File: config.mk
export PLATFORM = sky130hd
export DESIGN_NAME = dbms_merge
export DESIGN_NICKNAME = d
export VERILOG_FILES = /design/src/hdl/dbms_pkg.sv /design/src/hdl/dbms_merge.sv
export SDC_FILE = /design/constraint.sdc
export NUM_CORES = 1
export LEC_CHECK = 0
export ABC_AREA = 0
export BUFFER_PORTS_ARGS = -buffer_cell sky130_fd_sc_hd__buf_2
export CORE_UTILIZATION = 49
export DETAILED_ROUTE_END_ITERATION = 7
export PLACE_DENSITY = 0.86
export SYNTH_ARGS = -nofsm -noshare
export SYNTH_HDL_FRONTEND = slang
export SYNTH_SLANG_ARGS = --single-unit
File: constraint.sdc
create_clock -name vclk -period 2.68
set_input_delay 0.134 -clock vclk [all_inputs]
set_output_delay 0.134 -clock vclk [all_outputs]
set_load 0.1 [all_outputs]
File: src/hdl/dbms_pkg.sv
// package: types and constants of the depth background model block
`timescale 1ns / 1ps
`default_nettype none
package dbms_pkg;

  localparam int FRAME_COLS  = 640;
  localparam int FRAME_ROWS  = 480;
  localparam int PIXEL_COUNT = FRAME_COLS * FRAME_ROWS;
  localparam int ADDR_W      = (PIXEL_COUNT > 1) ? $clog2(PIXEL_COUNT) : 1;

  localparam int CMD_W   = 2;
  localparam int IDX_W   = 19;
  localparam int DEPTH_W = 16;

  localparam logic [DEPTH_W-1:0] CAP_RESET = DEPTH_W'(5000);

  typedef enum logic [CMD_W-1:0] {
    CMD_LEARN_FIRST = 2'd0,
    CMD_LEARN_MORE  = 2'd1,
    CMD_SUBTRACT    = 2'd2
  } cmd_e;

  typedef struct packed {
    logic               write;
    logic [DEPTH_W-1:0] model;
    logic [DEPTH_W-1:0] result;
  } upd_t;

endpackage
`default_nettype wire

File: src/hdl/dbms_merge.sv
// model update: learn and subtract rules for one pixel
`timescale 1ns / 1ps
`default_nettype none
module dbms_merge (
  input  wire logic [dbms_pkg::CMD_W-1:0]   cmd_i,
  input  wire logic [dbms_pkg::DEPTH_W-1:0] depth_i,
  input  wire logic [dbms_pkg::DEPTH_W-1:0] model_i,
  input  wire logic [dbms_pkg::DEPTH_W-1:0] cap_i,
  output dbms_pkg::upd_t                    upd_o
);
  import dbms_pkg::*;

  logic [DEPTH_W-1:0] capped;
  logic               depth_zero;

  assign capped     = (depth_i < cap_i) ? depth_i : cap_i;
  assign depth_zero = (depth_i == '0);

  always_comb begin
    upd_o.write  = 1'b0;
    upd_o.model  = model_i;
    upd_o.result = '0;
    case (cmd_e'(cmd_i))
      CMD_LEARN_FIRST: begin
        upd_o.write = 1'b1;
        upd_o.model = depth_zero ? '0 : capped;
      end
      CMD_LEARN_MORE: begin
        upd_o.write = 1'b1;
        if (!depth_zero) begin
          if (model_i == '0) begin
            upd_o.model = capped;
          end else if (depth_i < model_i) begin
            upd_o.model = depth_i;
          end
        end
      end
      CMD_SUBTRACT: begin
        upd_o.result = ((model_i != '0) && (model_i <= depth_i)) ? '0 : depth_i;
      end
      default: begin
        upd_o.write = 1'b0;
      end
    endcase
  end

endmodule
`default_nettype wire

==> results_dict.tcl <==
set metrics [dict create \
    synth_top_area_cell "ha_1" \
    holdWs_ns 0.6699 \
    dp.cells 392 \
    power_frac_seq 0 \
    required_ns 2.55 \
    worstPathMaxFanout 11 \
    rows 21 \
    grt_use_met1 0.4248 \
    preCtsSetupSlack_ns -0.07182 \
    layout.nets 432 \
    status "finished, final reports clean" \
    ios 83 \
    final_area_um2 2880 \
    n_clock_buffer 0 \
    area_growth_syn_to_layout_pct 66.33 \
    grt_busiest_layer "met2" \
    overflow 0 \
    maxSlewHeadroom 0.4981 \
    setup_ws_ns 0.08606 \
    hold_viol 0 \
    gp_congestion 0.9483 \
    grt_pass1_wl_mm 10.71 \
    drt_iter0_markers 209 \
    power_density_nw_per_um2 342.5 \
    seq_area_frac_synth 0 \
    crit_type "input port to primary output" \
    drc 0 \
    antenna_found_initial 0 \
    endpoint_kind "primary output" \
    cpPeakStageDelay_ns 0.45 \
    dieArea_um2 3775 \
    holdBufCountCts 0 \
    initial_core_util 0.5149 \
    avgViaCountPerCell 6.567 \
    start_kind "input port" \
    die_h_um 61.45 \
    ys_top_cells_by_area "ha_1 22%, nor4_1 8.7%, inv_1 7.2%" \
    p_comb_frac 1.000 \
    cp_slowest_cell "nor4_1" \
    yosys_warnings 0 \
    core_um2 3363 \
    crit_family "compound AO/OA/AOI/OAI gates" \
    grt_max_degree 21 \
    cpMostUsedCell "buf_4" \
    p_sw_frac 0.6452 \
    peakVddDrop_uv 249.3 \
    n_antenna_cell 0 \
    final_cells 395 \
    ys_types 41 \
    drtPass1Iterations 5 \
    cp_cell_sequence "buf_2, buf_4, nor4_1, a41o_4, or3_4, a31oi_4, buf_4, a211o_1, a21oi_1, o21ai_4, buf_12" \
    route.detailed.wl_per_inst_um 18.38 \
    fin_crit_ns 2.594 \
    intPower_mw 0.3499 \
    drive_gt1_frac 0.4384 \
    cp_data_arrival_time_ns 2.46 \
    hpwl_mm 5.778 \
    yosys.area.top_type_share 0.2240 \
    seq_cells 0 \
    fin_crit_sh 0.9679 \
    vias 2594 \
    fp.dieW_um 61.45 \
    clkPwrFrac 0 \
    avgSynthCellArea_um2 6.738 \
    power_switching_mw 0.6365 \
    total_power_mw 0.9864 \
    portBuffers 83 \
    grt_pass1_vias 2371 \
    syn_inst 257 \
    drt-total-wl_mm 7.262 \
    power_leakage_nw 1.348 \
    syn-cell-area_um2 1732 \
    drv_slew 0 \
    path_buf_inv 4 \
    met3_usage 0.07563 \
    syn_nets 338 \
    placed_cell_area_um2 2753 \
    tightest_slew_ns 0.7504 \
    seqCellArea_um2 0 \
    setup_violations 0 \
    maxCapViolations 0 \
    fin_tns_setup_ns 0 \
    drtAntennaViolNets 0 \
    max_freq_mhz 385.5 \
    grtUsageTotal 0.3753 \
    hold_path_class "input port to primary output" \
    final_core_util 0.8564 \
    use_met2 0.6708 \
]
[logic make-up (layout without fill, tap and decap cells)]
kind of cell	after synthesis	count (layout)	synth area share
AOI/OAI and AO/OA	94	94	0.3837
buffers and inverters	47	139	0.1091
adders and majority gates	31	31	0.2240
and+or+nand+nor	85	85	0.2832
[worst paths after layout]
path / start / to / depth (start not counted)
max: depth_i[8] / upd_o[27] / 11
min: cap_i[12] / upd_o[28] / 4
[per-layer routing]
| metal | share of wire | vias to the layer above | wire length (um) |
|---|---|---|---|
| li1 | - | 1198 | - |
| met1 | 0.38 | 1198 | 2776 |
| met2 | 0.50 | 170 | 3625 |
| met3 | 0.081 | 28 | 591 |
| met4 | 0.037 | 0 | 268 |
| met5 | 0 | - | 0 |
[worst min-delay path: cells and delay by family]
kind | cells | cell delay (ns)
AND/OR/NAND/NOR | 1 | 0.07
buffers and inverters | 2 | 0.25
AO/OA/AOI/OAI | 1 | 0.08
[cell usage after synthesis (7+ instances only)]
library cell and n:
a211o_1 11, a211oi_1 8, a21oi_1 21, a31oi_1 11, clkbuf_1 8, ha_1 31
inv_1 33, nand2_1 16, nand3_1 12, nand4_1 8, nor2_1 7, nor4_1 24
o21ai_0 8, o21ai_1 13
[what timing repair did]
| item | in CTS | in global routing |
|---|---|---|
| gates resized for setup | 1 | 18 |
| setup buffers | 2 | 1 |
| setup endpoints to repair | 5 | 16 |
| pin swaps | 1 | 6 |
[power by group through the flow]
stage / clock network [mW] / registers [mW] / logic [mW]
after floorplan: 0 / 0 / 0.625
after global placement: 0 / 0 / 0.926
after detailed placement: 0 / 0 / 0.940
after CTS: 0 / 0 / 0.947
after global routing: 0 / 0 / 1.03
final: 0 / 0 / 0.986
[area by class of cell]
| class | instances | area, um2 |
|---|---|---|
| fill | 207 | 483.0 |
| inverter | 34 | 140.1 |
| multi-input combinational | 210 | 1829 |
| tap | 46 | 57.56 |
| timing repair buffer | 105 | 853.3 |
[cell usage in the layout, fill, tap and decap left out, types with 11 or more instances in the layout]
cell type / instances
ha_1: 27
inv_1: 30
buf_4: 22
a211o_1: 11
a21oi_1: 19
buf_12: 18
buf_2: 64
nand2_1: 16
nand3_1: 12
nor4_1: 21
No activity file was read; power rests on OpenSTA's default activity.
