===== config.mk =====
export PLATFORM = sky130hd
export DESIGN_NAME = dbms_ram
export DESIGN_NICKNAME = d
export VERILOG_FILES = /design/src/hdl/dbms_ram.sv
export SDC_FILE = /design/constraint.sdc
export NUM_CORES = 1
export LEC_CHECK = 0
export ABC_AREA = 1
export BUFFER_PORTS_ARGS = -buffer_cell sky130_fd_sc_hd__buf_4
export CAP_MARGIN = 20
export CORE_UTILIZATION = 45
export DETAILED_ROUTE_END_ITERATION = 16
export HOLD_SLACK_MARGIN = 0.03
export PLACE_DENSITY_LB_ADDON = 0.1
export SLEW_MARGIN = 20
export SYNTH_ARGS = -nofsm -noshare
export SYNTH_HDL_FRONTEND = slang
export SYNTH_SLANG_ARGS = --single-unit
export TNS_END_PERCENT = 100

===== constraint.sdc =====
create_clock -name clk_i -period 1.53 [get_ports clk_i]
set_clock_uncertainty 0.15 [all_clocks]
set_input_delay 0.0765 -clock clk_i [delete_from_list [all_inputs] [get_ports clk_i]]
set_output_delay 0.0765 -clock clk_i [all_outputs]
set_load 0.02 [all_outputs]

===== src/hdl/dbms_ram.sv =====
// generic ram: one write port, one read port with registered read data
`timescale 1ns / 1ps
`default_nettype none
module dbms_ram #(
  parameter int Width = 16,
  parameter int Depth = 2,
  localparam int AddrW = (Depth > 1) ? $clog2(Depth) : 1
) (
  input  wire logic             clk_i,
  input  wire logic             we_i,
  input  wire logic [AddrW-1:0] waddr_i,
  input  wire logic [Width-1:0] wdata_i,
  input  wire logic             re_i,
  input  wire logic [AddrW-1:0] raddr_i,
  output logic      [Width-1:0] rdata_o
);

  logic [Width-1:0] mem_q [Depth];
  logic [Width-1:0] rdata_q;

  always_ff @(posedge clk_i) begin
    if (we_i) begin
      mem_q[waddr_i] <= wdata_i;
    end
    if (re_i) begin
      rdata_q <= mem_q[raddr_i];
    end
  end

  assign rdata_o = rdata_q;

endmodule
`default_nettype wire


==> run_results.csv, run 1 <==
group,metric,value,unit
status,outcome,"finished, final reports clean",
worst_setup_path,rr_worst_depth,2,
place,gp_congestion,0.649,
cts,htree_levels,2,
yosys,yosys_most_used_dff,"edfxtp_1",
timing,rsz0062_at_grt,"no",
worst_setup_path,critPathSlowestCell,"edfxtp_1",
cts,cts_made_buffers,5,
timing,finalSetupTns,0,ns
global_route,antenna_found_initial,0,
cts,cts.path.max_buffers,2,
timing,max_slew_margin,85.3,%
cts,clk_root_buffer_cell,"clkbuf_8",
die,die-area,0.00403,mm²
job,drv_cap,0,
global_route,grt_use_total,14.7,%
worst_hold_path,min-delay-start,"raddr_i",
die,ioPinCount,37,
timing,slew_viol_final,0,
yosys,ys_async_sr_fraction,0,%
yosys,yosys-top-cells-count,"edfxtp_1 (48), nand2_1 (44), nand2_2 (5)",
global_route,overflow,0,
global_route,grt_pass1_wl,4.12,mm
worst_setup_path,cp.required,1.30,ns
yosys,synth_cell_type_count,8,
worst_setup_path,arrival,0.85,ns
layout,area_delta_synth_final,34.2,%
yosys,yosys_warnings,0,
power,p_leak,0.000933,µW
detailed_routing,vias_per_cell,4.47,
yosys,synth-seq-cells,48,
timing,timing_hold_violations_final,0,
die,initial_core_util,49.0,%
yosys,synth_area_leaders,"edfxtp_1 (85%), nand2_1 (9.7%), nand2_2 (1.8%)",
yosys,synth_edf_count,48,
cts,cts_resized,0,
worst_setup_path,path_cells,"buf_4",
worst_hold_path,hold_end,"rdata_o[14]",
worst_setup_path,critical_path.max_stage_delay,0.39,ns
worst_setup_path,endpoint_kind,"output pin",
layout,final_util,65.8,%
worst_setup_path,worstPathMaxFanout,1,
timing,fmax,928,MHz
layout,fin_nets,184,
detailed_routing,num_vias,938,
global_route,grt_max_degree,18,
yosys,synth_area,0.00170,mm²
yosys,syn_inst,104,
power,power.density,1180,mW/mm²
detailed_routing,drt-wirelength-per-cell,11.9,µm
layout,num_antenna_cells,0,
die,die_w,63.5,µm
timing,tightestPinTransition,0.220,ns
yosys,yosys.area.top_type,"edfxtp_1",
die,die_h,63.5,µm
place,portBuffers,36,
die,core,0.00347,mm²
yosys,yosysMostFrequentCell,"edfxtp_1",
yosys,yosysTopAreaCellShare,84.8,%
timing,setup_viol,0,
cts,tritoncts,"built",
detailed_routing,first_pass_iters,4,
cts,cts_sinks,48,
layout,drive_gt1_share,31.7,%
timing,period_share,70.5,%
worst_setup_path,cp_num_buf_inv,1,
global_route,grt_pass1_vias,947,
worst_setup_path,path_delay_family,"flip-flops",
detailed_routing,drt_wl_total,2.51,mm
power,ir_worst_vdd,0.911,mV
yosys,syn_area_per_cell,16.3,µm²
detailed_routing,drt_iter0_markers,41,
worst_setup_path,rrSetupSlack,0.62,ns
worst_setup_path,crit_path_start_kind,"flip-flop",
cts,insertion_delay,0.29,ns
detailed_routing,drc,0,
detailed_routing,ant_nets,0,
yosys,synth-seq-area-share,84.8,%
layout,fill_cells,259,
timing,period_needed,1.08,ns
worst_hold_path,hold_path.class,"in2reg",
cts,clk_pin_slew_worst_paths,0.08,ns
worst_setup_path,path_class,"reg2out",
worst_setup_path,reg2reg_to,"rdata_o[0]",
worst_setup_path,rr_startpoint,"mem_q[1][0]",
die,rows,21,
worst_hold_path,min_path_cells,3,
yosys,syn_nets,125,
[state kept, by name, indices dropped and copies added (netlist names)]
signal	count
rdata_o	16
mem_q	32
[cells in the final DEF, fill, tap and decap left out]
cell            n
buf_4          38
bufinv_16       1
clkbuf_8        5
clkinv_2        1
clkinvlp_4      1
dlygate4sd3_1  17
edfxtp_1       48
inv_1           2
inv_6           1
nand2_1        44
nand2_2         5
nor2_1          1
[worst max-delay path by stage]
| stage | from | to | cells past startpoint |
|---|---|---|---|
| 6_report | rdata_o[2] | rdata_o[2] | 1 |
| 5_1_grt | rdata_o[2] | rdata_o[2] | 1 |
| 4_1_cts | rdata_o[2] | rdata_o[2] | 1 |
| 3_5_place_dp | waddr_i | mem_q[0][10] | 3 |
| 3_3_place_gp | waddr_i | mem_q[0][7] | 3 |
| 2_1_floorplan | we_i | mem_q[0][0] | 2 |
[metrics by stage]
step / power, µW / cell area [µm²] / instances / worst slack, ns / hold WS [ns]
after CTS: 2730 / 2280 / 210 / 0.420 / 0.0698
final: 2690 / 2280 / 210 / 0.452 / 0.0796
after global routing: 2820 / 2280 / 210 / 0.408 / 0.0846
after floorplan: 1710 / 1700 / 104 / 0.193 / 0.0254
after detailed placement: 1820 / 2000 / 185 / 0.527 / 0.114
after global placement: 1810 / 2000 / 185 / 0.536 / 0.112
[routing by layer]
layer	track usage, %	vias up	routed length, µm
li1	-	475	-
met1	15.4	432	983
met2	24.5	29	1370
met3	6.52	2	133
met4	8.24	0	14
met5	0	-	0
[what timing repair did]
| item | 4_1_cts | 5_1_grt |
|---|---|---|
| buffers inserted | 0 | 0 |
| hold buffers | 17 | 0 |
| endpoints found under the hold margin | 48 | 0 |
[power breakdown]
group / switching, µW / leakage [µW] / internal (µW) / total [µW]
clock network: 391 / 0.0000541 / 483 / 874
registers: 23.4 / 0.000459 / 1550 / 1570
logic: 127 / 0.000419 / 119 / 247
total: 541 / 0.000933 / 2150 / 2690
[logic make-up (layout without fill, tap and decap cells)]
| kind of cell | count (synthesis) | in the layout | synth area share (%) |
|---|---|---|---|
| and+or+nand+nor | 50 | 50 | 11.8 |
| DFF | 48 | 48 | 84.8 |
| buffers and inverters | 6 | 66 | 3.46 |
[layout make-up]
class	instances	area [µm²]	share of cell area, %
Tap cell	46	57.6	2.52
Clock buffer	5	68.8	3.02
Inverter	3	16.3	0.713
Multi-Input combinational cell	50	200	8.77
Timing Repair Buffer	55	455	20.0
Clock inverter	3	42.5	1.86
Sequential cell	48	1440	63.2
(Power assumes the default switching activity.)
==> run 2, diff against run 1 <==
clock period = 1.07 ns   (was 1.53 ns; I/O delays follow)
==> run_results.csv, run 2 (synthesized netlist as in run 1, its figures left out) <==
group,metric,value,unit
layout,final_common_cell,"edfxtp_1",
die,die-area,0.00403,mm²
place,dp_hpwl,1.45,mm
status,outcome,"finished with violations",
die,initial_core_util,49.0,%
cts,post_cts.repair.setup_buffers,0,
timing,fin_hold_ws,0.0514,ns
power,ir_worst_vdd,0.844,mV
timing,setup_viol,1,
place,pre_cts_slack,0.131,ns
layout,fin_nets,184,
worst_setup_path,path_delay_family,"flip-flops",
global_route,grt_use_total,14.4,%
layout,drive_gt1_share,32.3,%
worst_setup_path,rr_startpoint,"mem_q[1][7]",
worst_setup_path,cp-startpoint,"rdata_o[9]",
timing,timing.final.ws_setup,-0.00760,ns
worst_setup_path,cp.depth,1,
layout,final_cell_mix,"edfxtp_1 (48), nand2_1 (44), buf_4 (29), dlygate4sd3_1 (17), buf_6 (7)",
worst_setup_path,worstPathMaxFanout,1,
worst_hold_path,hold_path.class,"in2reg",
detailed_routing,first_pass_iters,4,
global_route,grt_pass1_wl,4.16,mm
status,violations,"setup timing",
place,dp_cells,185,
cts,cts_made_buffers,5,
timing,slew_viol_final,0,
layout,design_area,0.00234,mm²
detailed_routing,drt-wirelength-per-cell,11.7,µm
cts,insertion_delay,0.30,ns
timing,timing_hold_violations_final,0,
worst_setup_path,endpoint_kind,"output pin",
detailed_routing,num_vias,939,
detailed_routing,drc,0,
die,die_w,63.5,µm
die,rows,21,
global_route,grt_pass1_vias,946,
layout,num_antenna_cells,0,
global_route,grt_max_degree,18,
die,core,0.00347,mm²
job,drv_cap,0,
place,portBuffers,36,
worst_setup_path,cp_num_buf_inv,1,
timing,max_slew_margin,85.5,%
power,power.density,1670,mW/mm²
layout,largest_register_ffs,32,
worst_setup_path,critical_path.max_stage_delay,0.42,ns
worst_setup_path,rrSetupSlack,0.18,ns
cts,clk_root_buffer_cell,"clkbuf_8",
detailed_routing,vias_per_cell,4.47,
worst_setup_path,path_class,"reg2out",
timing,tightestPinTransition,0.217,ns
cts,cts.path.max_buffers,2,
layout,final_util,67.4,%
layout,area_delta_synth_final,37.4,%
cts,cts_sinks,48,
layout,fin_cells,210,
cts,htree_levels,2,
detailed_routing,ant_nets,0,
cts,tritoncts,"built",
global_route,antenna_found_initial,0,
place,place_area,0.00203,mm²
worst_setup_path,setup.worst_path.end,"rdata_o[9]",
global_route,overflow,0,
worst_setup_path,rr_worst_depth,2,
timing,rsz0062_at_grt,"yes",
worst_setup_path,critPathSlowestCell,"edfxtp_1",
layout,fill_cells,264,
layout,top_register,"mem_q",
timing,period_share,101,%
detailed_routing,drt_iter0_markers,28,
place,gp_congestion,0.636,
worst_setup_path,arrival,0.87,ns
worst_setup_path,path_cells,"buf_6",
worst_setup_path,reg2reg_to,"rdata_o[7]",
timing,fmax,928,MHz
die,ioPinCount,37,
worst_setup_path,crit_path_start_kind,"flip-flop",
power,p_leak,0.000948,µW
detailed_routing,drt_wl_total,2.45,mm
worst_setup_path,cp.required,0.87,ns
cts,clk_pin_slew_worst_paths,0.09,ns
die,die_h,63.5,µm
worst_hold_path,min-delay-start,"waddr_i",
timing,period_needed,1.08,ns
[run 2: cell counts in the layout (fill, tap and decap cells not counted)]
No cell type changed its count.
[run 2: cell type report]
class / instances / area [µm²] / area share, %
Tap cell: 46 / 57.6 / 2.46
Sequential cell: 48 / 1440 / 61.7
Timing Repair Buffer: 55 / 507 / 21.7
Multi-Input combinational cell: 50 / 203 / 8.68
Clock inverter: 3 / 42.5 / 1.82
Clock buffer: 5 / 68.8 / 2.95
Inverter: 3 / 16.3 / 0.696
[run 2: where the power goes]
| part | total [µW] | internal [µW] | switching, µW | leakage, µW |
|---|---|---|---|---|
| clock | 1270 | 691 | 576 | 0.0000541 |
| sequential | 2250 | 2220 | 36.0 | 0.000459 |
| combinational | 375 | 192 | 183 | 0.000435 |
| total | 3900 | 3100 | 795 | 0.000948 |
[run 2: what timing repair did]
item,4_1_cts,5_1_grt
hold buffers,17,0
pin swaps,0,0
gates cloned,0,0
endpoints found under the hold margin,48,0
resized for setup,1,6
setup endpoints to repair,1,7
[run 2: metal layers]
| layer | global-route usage [%] | share of wire [%] |
|---|---|---|
| met2 | 23.5 | 52 |
| met5 | 0 | 0 |
| met4 | 9.38 | 2.2 |
| met1 | 16.4 | 42 |
| met3 | 4.35 | 3.9 |
[run 2: worst min-delay path by stage]
stage,end,slack [ns],depth (start not counted)
after floorplan,mem_q[0][0],0.002,0
after global placement,mem_q[0][7],0.09,1
after detailed placement,mem_q[0][14],0.09,1
after CTS,mem_q[0][1],0.04,3
after global routing,mem_q[0][8],0.05,3
final,mem_q[0][1],0.05,3
[run 2: metrics by stage]
step           total power, µW  setup TNS, ns
2_1_floorplan             2450              0
3_3_place_gp              2600              0
3_5_place_dp              2610              0
4_1_cts                   3920        -0.0192
5_1_grt                   4050        -0.0630
6_report                  3900       -0.00760
[run 2: worst register-to-register path, cell delays in order, from the launching register on]
cell,delay [ns]
edfxtp_1,0.37
nand2_1,0.08
nand2_1,0.05
